`config.mk`:
```
export PLATFORM = sky130hd
export DESIGN_NAME = quadrature_page_navigator_core
export DESIGN_NICKNAME = d
export VERILOG_FILES = /design/src/qpn_pkg.sv /design/src/qpn_debounce.sv /design/src/quadrature_page_navigator_core.sv
export VERILOG_INCLUDE_DIRS = /design/src /design/src/src
export SDC_FILE = /design/constraint.sdc
export NUM_CORES = 1
export LEC_CHECK = 0
export BUFFER_PORTS_ARGS = -buffer_cell sky130_fd_sc_hd__buf_4
export CORE_AREA = 2 2 155 157
export DETAILED_ROUTE_END_ITERATION = 7
export DIE_AREA = 0 0 157 159
export PLACE_DENSITY = 0.64
export SYNTH_ARGS = -nofsm -noshare
export SYNTH_HDL_FRONTEND = slang
export SYNTH_SLANG_ARGS = --single-unit
```
`constraint.sdc`:
```
create_clock -name clock -period 6.5 [get_ports clock]
set_input_delay 1.3 -clock clock [delete_from_list [all_inputs] [get_ports clock]]
set_output_delay 1.3 -clock clock [all_outputs]
set_load 0.005 [all_outputs]
```
`src/assert_macros.svh`:
```
// Assertion helpers shared by the navigator RTL.
// Both macros sample on the rising clock edge and are masked while reset is high.
`ifndef ASSERT_MACROS_SVH
`define ASSERT_MACROS_SVH

// Property that must hold on every sampled edge.
`define ASSERT_SYNC(lbl, prop, msg) \
   lbl: assert property (@(posedge clock) disable iff (reset) (prop)) else $error(msg);

// Overlapping implication from a trigger condition to a consequence.
`define ASSERT_IMPLIES(lbl, ante, cons, msg) \
   lbl: assert property (@(posedge clock) disable iff (reset) (ante) |-> (cons)) else $error(msg);

`endif

```
`src/qpn_pkg.sv`:
```
`default_nettype none

package qpn_pkg;

   // Default favorite capacity of the block.
   localparam int MAX_FAVORITES_DEFAULT = 16;

   // Button level changes are taken only after more than this many milliseconds.
   localparam logic [31:0] DEBOUNCE_MS = 32'd30;

   // Quarter steps per detent, in both directions.
   localparam logic signed [3:0] DETENT_UP = 4'sd4;
   localparam logic signed [3:0] DETENT_DOWN = -4'sd4;

   // Pages that exist regardless of the favorite count.
   localparam int FIXED_PAGES = 3;

   // Page on which detents steer the graph selection.
   localparam int GRAPH_PAGE = 2;

   // Phase after reset: both contacts idle high.
   localparam logic [1:0] PHASE_IDLE = 2'b11;

   // Reciprocal of three for the small page count division.
   localparam logic [11:0] DIV3_MUL = 12'd43;
   localparam int DIV3_SHIFT = 7;

   // Signed quarter step for a move from the previous to the current phase.
   // Moves across both contacts at once count as no step.
   function automatic logic signed [1:0] quarter_step(input logic [1:0] prev_phase,
                                                      input logic [1:0] cur_phase);
      logic [3:0] code;
      logic signed [1:0] step;
      code = {prev_phase, cur_phase};
      case (code)
         4'd1, 4'd7, 4'd8, 4'd14: step = -2'sd1;
         4'd2, 4'd4, 4'd11, 4'd13: step = 2'sd1;
         default: step = 2'sd0;
      endcase
      return step;
   endfunction

   // Page count: three fixed pages plus one per started group of three favorites,
   // at least one. The division by three is exact for all 5-bit counts.
   function automatic logic [3:0] page_total(input logic [4:0] fav);
      logic [11:0] prod;
      logic [3:0] groups;
      prod = (12'(fav) + 12'd2) * DIV3_MUL;
      groups = prod[DIV3_SHIFT +: 4];
      if (groups == 4'd0) begin
         groups = 4'd1;
      end
      return 4'(FIXED_PAGES) + groups;
   endfunction

endpackage

`default_nettype wire

```
`src/qpn_debounce.sv`:
```
`default_nettype none

`include "assert_macros.svh"

module qpn_debounce
   import qpn_pkg::*;
(
   input  wire logic        clock,
   input  wire logic        reset,
   input  wire logic        poll,
   input  wire logic        button_level,
   input  wire logic [31:0] now_ms,
   output logic             press
);

   logic        held_ff;
   logic        held_in;
   logic [31:0] last_ms_ff;
   logic [31:0] last_ms_in;
   logic        pressed;
   logic        take;
   logic [31:0] elapsed;

   // A level change is taken once enough time has passed since the last one.
   always_comb begin
      pressed = ~button_level;
      elapsed = now_ms - last_ms_ff;
      take = poll && (pressed != held_ff) && (elapsed > DEBOUNCE_MS);
      press = take && pressed;
      held_in = take ? pressed : held_ff;
      last_ms_in = take ? now_ms : last_ms_ff;
   end

   always_ff @(posedge clock) begin
      if (reset) begin
         held_ff <= 1'b0;
         last_ms_ff <= 32'd0;
      end else begin
         held_ff <= held_in;
         last_ms_ff <= last_ms_in;
      end
   end

   `ASSERT_IMPLIES(a_take_updates_held, take, ##1 (held_ff == $past(pressed)), "held level not updated")
   `ASSERT_IMPLIES(a_idle_keeps_time, !poll, ##1 $stable(last_ms_ff), "time stamp moved without a poll")
   `ASSERT_IMPLIES(a_press_after_gap, press, elapsed > DEBOUNCE_MS, "press taken inside debounce window")

endmodule

`default_nettype wire

```
`src/quadrature_page_navigator_core.sv`:
```
// Data path: a beat taken on req is held in the input register and then in the
// result register, which drives rsp.
// Throughput: one beat per cycle; the input register and result register form a
// two-stage pipeline that stalls only while rsp_tready is low.
// Reset: synchronous, active high; page, selection, quarter count and favorite
// count clear to zero, the phase to both contacts high, and no beat is pending.
`default_nettype none

`include "assert_macros.svh"

module quadrature_page_navigator_core
   import qpn_pkg::*;
#(
   parameter int MAX_FAVORITES = MAX_FAVORITES_DEFAULT
)
(
   input  wire logic        clock,
   input  wire logic        reset,
   input  wire logic        req_tvalid,
   output logic             req_tready,
   // [0] contact_a, [1] contact_b, [2] button_level, [34:3] now_ms, rest zero
   input  wire logic [39:0] req_tdata,
   output logic             rsp_tvalid,
   input  wire logic        rsp_tready,
   // [3:0] page_number, [7:4] graph_choice, [8] redraw, rest zero
   output logic [15:0]      rsp_tdata,
   input  wire logic        csr_tvalid,
   output logic             csr_tready,
   // [4:0] favorite_count, rest ignored
   input  wire logic [7:0]  csr_tdata
);

   // The 5-bit register field limits the usable favorite count.
   localparam int FAV_CAP = (MAX_FAVORITES < 31) ? MAX_FAVORITES : 31;
   localparam int FAV_W = $clog2(FAV_CAP + 1);
   localparam int SEL_W = (FAV_CAP > 1) ? $clog2(FAV_CAP) : 1;
   localparam int GROUPS_MAX = ((FAV_CAP + 2) / 3 > 1) ? (FAV_CAP + 2) / 3 : 1;
   localparam int PAGE_MAX = FIXED_PAGES + GROUPS_MAX;
   localparam int PAGE_W = $clog2(PAGE_MAX + 1);

   // Pipeline control.
   logic                    in_valid_ff;
   logic                    in_valid_in;
   logic [39:0]             in_data_ff;
   logic [39:0]             in_data_in;
   logic                    rsp_valid_ff;
   logic                    rsp_valid_in;
   logic [15:0]             rsp_data_ff;
   logic [15:0]             rsp_data_in;
   logic                    advance;
   logic                    step;
   logic                    csr_fire;

   // Navigation state.
   logic [1:0]              phase_ff;
   logic [1:0]              phase_in;
   logic signed [3:0]       quarter_ff;
   logic signed [3:0]       quarter_in;
   logic [PAGE_W-1:0]       page_ff;
   logic [PAGE_W-1:0]       page_in;
   logic [SEL_W-1:0]        sel_ff;
   logic [SEL_W-1:0]        sel_in;
   logic [FAV_W-1:0]        fav_ff;
   logic [FAV_W-1:0]        fav_in;
   logic [PAGE_W-1:0]       total_ff;
   logic [PAGE_W-1:0]       total_in;

   // Per-beat working values.
   logic [1:0]              cur_phase;
   logic                    moved;
   logic signed [1:0]       qstep;
   logic signed [3:0]       qsum;
   logic                    detent;
   logic                    turn_up;
   logic                    on_graph;
   logic [SEL_W-1:0]        sel_max;
   logic [SEL_W-1:0]        sel_step;
   logic [PAGE_W-1:0]       page_last;
   logic [PAGE_W-1:0]       page_turn;
   logic [PAGE_W-1:0]       page_step;
   logic                    press;
   logic [FAV_W-1:0]        fav_new;
   logic [PAGE_W-1:0]       total_new;
   logic [PAGE_W+3:0]       page_ext;
   logic [SEL_W+3:0]        sel_ext;

   // Handshake: the input register refills whenever its beat moves on.
   always_comb begin
      advance = !rsp_valid_ff || rsp_tready;
      step = in_valid_ff && advance;
      req_tready = !in_valid_ff || advance;
      csr_tready = !in_valid_ff;
      csr_fire = csr_tvalid && csr_tready;
      in_valid_in = req_tready ? req_tvalid : in_valid_ff;
      in_data_in = (req_tvalid && req_tready) ? req_tdata : in_data_ff;
   end

   qpn_debounce u_debounce (
      .clock        (clock),
      .reset        (reset),
      .poll         (step),
      .button_level (in_data_ff[2]),
      .now_ms       (in_data_ff[34:3]),
      .press        (press)
   );

   // Quarter counting and detent detection.
   always_comb begin
      cur_phase = {in_data_ff[0], in_data_ff[1]};
      moved = cur_phase != phase_ff;
      qstep = quarter_step(phase_ff, cur_phase);
      qsum = quarter_ff + {{2{qstep[1]}}, qstep};
      detent = moved && (qsum == DETENT_UP || qsum == DETENT_DOWN);
      turn_up = !qsum[3];
   end

   // Detent steers the selection on the graph page when favorites exist, the page elsewhere.
   always_comb begin
      on_graph = (page_ff == PAGE_W'(GRAPH_PAGE)) && (fav_ff != '0);
      sel_max = SEL_W'(fav_ff - FAV_W'(1));
      if (turn_up) begin
         sel_step = (sel_ff == sel_max) ? '0 : sel_ff + SEL_W'(1);
      end else begin
         sel_step = (sel_ff == '0) ? sel_max : sel_ff - SEL_W'(1);
      end
      page_last = total_ff - PAGE_W'(1);
      if (!detent || on_graph) begin
         page_turn = page_ff;
      end else if (turn_up) begin
         page_turn = (page_ff == page_last) ? '0 : page_ff + PAGE_W'(1);
      end else begin
         page_turn = (page_ff == '0) ? page_last : page_ff - PAGE_W'(1);
      end
      // A press after the detent always moves one page forward.
      if (press) begin
         page_step = (page_turn == page_last) ? '0 : page_turn + PAGE_W'(1);
      end else begin
         page_step = page_turn;
      end
   end

   // Favorite count write with saturation and range cleanup.
   always_comb begin
      if ({3'b000, csr_tdata[4:0]} > 8'(FAV_CAP)) begin
         fav_new = FAV_W'(FAV_CAP);
      end else begin
         fav_new = FAV_W'(csr_tdata[4:0]);
      end
      total_new = PAGE_W'(page_total(5'(fav_new)));
   end

   // Next state of the navigation registers.
   always_comb begin
      phase_in = phase_ff;
      quarter_in = quarter_ff;
      page_in = page_ff;
      sel_in = sel_ff;
      fav_in = fav_ff;
      total_in = total_ff;
      if (step) begin
         phase_in = cur_phase;
         if (moved) begin
            quarter_in = detent ? 4'sd0 : qsum;
         end
         page_in = page_step;
         if (detent && on_graph) begin
            sel_in = sel_step;
         end
      end else if (csr_fire) begin
         fav_in = fav_new;
         total_in = total_new;
         if (page_ff >= total_new) begin
            page_in = '0;
         end
         if (8'(sel_ff) >= 8'(fav_new)) begin
            sel_in = '0;
         end
      end
   end

   // Result beat assembly.
   always_comb begin
      page_ext = {4'b0000, page_in};
      sel_ext = {4'b0000, sel_in};
      rsp_valid_in = advance ? in_valid_ff : rsp_valid_ff;
      rsp_data_in = step ? {7'd0, detent || press, sel_ext[3:0], page_ext[3:0]}
                         : rsp_data_ff;
      rsp_tvalid = rsp_valid_ff;
      rsp_tdata = rsp_data_ff;
   end

   // Control and state registers.
   always_ff @(posedge clock) begin
      if (reset) begin
         in_valid_ff <= 1'b0;
         rsp_valid_ff <= 1'b0;
         phase_ff <= PHASE_IDLE;
         quarter_ff <= 4'sd0;
         page_ff <= '0;
         sel_ff <= '0;
         fav_ff <= '0;
         total_ff <= PAGE_W'(page_total(5'd0));
      end else begin
         in_valid_ff <= in_valid_in;
         rsp_valid_ff <= rsp_valid_in;
         phase_ff <= phase_in;
         quarter_ff <= quarter_in;
         page_ff <= page_in;
         sel_ff <= sel_in;
         fav_ff <= fav_in;
         total_ff <= total_in;
      end
   end

   // Payload registers.
   always_ff @(posedge clock) begin
      in_data_ff <= in_data_in;
      rsp_data_ff <= rsp_data_in;
   end

   `ASSERT_SYNC(a_page_in_range, page_ff < total_ff, "page beyond page count")
   `ASSERT_SYNC(a_sel_in_range, (fav_ff == '0) ? (sel_ff == '0) : (FAV_W'(sel_ff) < fav_ff), "selection beyond favorites")
   `ASSERT_SYNC(a_quarter_bounded, (quarter_ff < DETENT_UP) && (quarter_ff > DETENT_DOWN), "quarter count left detent range")
   `ASSERT_IMPLIES(a_step_gives_result, step, ##1 rsp_valid_ff, "processed beat produced no result")

endmodule

`default_nettype wire
```
==> impl_results.md <==
* Register area share after synthesis at 30.7%
* Number of routed nets with antenna violations at 0
* First-pass GRT wire length at 30000 um
* DP Area at 0.00870 mm^2
* Root Buffer: clkbuf_16
* Post-Synth XOR/XNOR Area at 4.91%
* Slew Viols, Final at 0
* Overall routing resource usage at 14.6%
* Finished layout cell area at 0.00900 mm^2
* Final design utilization at 38.8%
* Met3 usage at 2.83%
* Fillers at 2351
* Remaining Overflow, GRT at 0
* Cts bufs inserted at 9
* H-tree depth at 3
* Die X at 157 um
* Hold Path Class: flop to flop
* Fin nets at 1105
* Final period utilization at 93.4%
* Main synth FF type: dfxtp_1
* Critical path fanouts, max at 8
* DR DRC count at 0
* Core area at 0.0232 mm^2
* Simple-gate share of the synthesized area at 18.9%
* Die Area at 0.0250 mm^2
* Register bit count reported by yosys at 102
* Min setup slack post-route at 431 ps
* Slew @ Worst Pin at 1190 ps
* Clock Skew at 9.00 ps
* Number of global-route vias before repair at 6319
* Ratio of cells with drive above 1 in the final layout at 10.2%
* Area leader, netlist: edfxtp_1
* GRT busiest layer: met2
* Routed vias at 6630
* # hold bufs at CTS at 0
* Outcome: finished, final reports clean
* Share of the synthesized area in the top cell type at 16.4%
* Max-cap violations at 0
* Total power at 1.95 mW
* Detailed placement HPWL at 13700 um
* Crit path top cell by count: ha_1
* Commonest cells in the netlist: nand2_1, ha_1, inv_1, nor2_1, dfxtp_1
* Initial Utilization at 34.8%
* Adder-Cell Fraction of Synth Area at 14.0%
* Placed cells at 1273
* # Post-CTS Setup Buffers at 0
* TritonCTS clock tree: built
* EDFF count, synth at 44
* Setup WS pre-CTS at -65.9 ps
* Top post-synthesis cells by area: edfxtp_1, dfxtp_1, ha_1
* RePlAce Congestion at 0.868
* Slew HR at 20.7%
* Global Route met2 Usage at 25.1%
* Worst vdd ir at 161 uV
* Initial DRC count at 365
* Endpoints failing setup at 0
* Syn Inst Count at 932
* Non-Filler Instances at 1289
* RSZ-0062 raised after global routing: false
* Clk slew on worst S/H paths at 70 ps
* Clock sink count at 102
* Slowest Stage Delay on Critical Path at 520 ps
* Pwr Density at 217 mW/mm^2
* Port Buffer Count at 56
* Ys Warns at 0
* GR Layer Usage met1 at 18.7%
* Die Y-Extent at 159 um
* Diodes inserted at 0
* Largest family of logic cells by synthesized area: simple AND/OR/NAND/NOR gates
* Area of the multi-input gates at 0.00508 mm^2
* Post-Syn Area at 0.00808 mm^2
* 1st-pass router iterations at 5
* Cell variety after synth at 84
* Crit. End Element: flop
* WL/cell at 13.9 um
* Crit-path slowest cell: fa_1
* Critical Path RT at 6700 ps
* Total wire length at 18000 um
* Core Rows at 56
* CP Data Arrival Time at 6260 ps
* Leakage at 3.60 nW
* I/O pins at 72
* Final Hold Viols at 0
* Routed vias/inst at 5.14
* Clock buffer depth at 2
* Mux contribution to synthesized area at 5.73%
* Synth async-reset ratio at 0%
* Most frequent cell after synthesis: nand2_1
* Syn Area/Cell at 8.67 um^2
* Storage cell area at 0.00248 mm^2
* Complex-gate fraction of the synthesized area at 18.8%
* Maximum clock frequency at 165 MHz
* WS Path Type: input port to flop
* Area growth, synth to finish at 11.4%
* Clock Latency Late Sink at 360 ps
* Largest net degree at the start of global routing at 73
* Minimum clock period at 6070 ps
* Crit start category: input port
* Initial antenna violation count at 0
==> where the power goes <==
part | switching [mW] | internal [mW]
sequential | 0.0297 | 0.708
clock | 0.244 | 0.285
combinational | 0.383 | 0.304
==> metal layers <==
layer	wire, um	vias to the layer above
met5	0	-
met4	250	0
met3	692	20
met2	8650	124
met1	8390	3086
li1	-	3400
==> layout by cell type (no fill, tap or decap), types with 7 or more instances in the layout <==
master | netlist | routed
a21o_1 | 15 | 15
o211ai_1 | 12 | 12
inv_1 | 74 | 74
edfxtp_1 | 44 | 44
nor4b_1 | 7 | 7
nand2_1 | 122 | 122
nor4_1 | 8 | 8
buf_4 | 7 | 62
o21ai_0 | 36 | 36
ha_1 | 81 | 81
nor2b_1 | 10 | 10
nor2_1 | 59 | 58
a21oi_1 | 56 | 56
nand2b_1 | 12 | 12
xor2_1 | 17 | 17
mux2i_1 | 44 | 44
nand3_1 | 21 | 21
xnor2_1 | 23 | 22
nand4_1 | 12 | 12
or3_1 | 11 | 11
a211oi_1 | 14 | 14
nor3_1 | 16 | 16
clkbuf_16 | 0 | 10
conb_1 | 2 | 10
dfxtp_1 | 58 | 58
==> cell type report <==
type,instances,area share [%]
Multi-Input combinational cell,715,56.5
Sequential cell,102,27.6
Inverter,75,3.13
Clock buffer,12,2.86
Clock inverter,4,0.334
Tap cell,319,4.43
Timing Repair Buffer,62,5.17
==> path summary, 6_finish.rpt <==
check	startpoint	slack, ps	endpoint	depth (start not counted)
max	csr_tdata[4]	430	rsp_tdata[1]	27
min	u_debounce.last_ms_ff[14]	460	u_debounce.last_ms_ff[14]	2
max reg2reg	in_data_ff[0]	1700	rsp_tdata[1]	15
min reg2reg	u_debounce.last_ms_ff[14]	460	u_debounce.last_ms_ff[14]	2
==> registers in the layout, indices dropped and copies added, names as in the netlist <==
register / flops
fav_ff: 5
in_data_ff: 35
in_valid_ff: 1
page_ff: 4
phase_ff: 2
quarter_ff: 4
rsp_tdata: 9
rsp_tvalid: 1
sel_ff: 4
total_ff: 4
u_debounce.held_ff: 1
u_debounce.last_ms_ff: 32
==> critical path: cells and delay by family <==
kind / cells / cell delay [ps]
buffers and inverters: 5 / 460
xor gates and xnor gates: 3 / 470
adders and majority gates: 7 / 2220
AOI/OAI and AO/OA: 7 / 1160
muxes: 1 / 140
and+or+nand+nor: 4 / 510
==> per-stage QoR <==
stage,TNS [ps],hold slack (ps)
finish,0,456
global route,0,476
CTS,0,460
detailed placement,-304,449
global placement,0,442
floorplan,0,435
==> kinds of logic after synthesis <==
logic type / count (synthesis)
and+or+nand+nor: 309
AOI/OAI and AO/OA: 222
buffers and inverters: 123
DFF: 102
adders and majority gates: 87
muxes: 45
xor gates and xnor gates: 42
other: 2
==> what timing repair did <==
action	CTS	global route
endpoints found under the setup margin	0	7
endpoints found under the hold margin	0	0
gates resized for setup	0	2
Power figures use the tool's default switching activity.
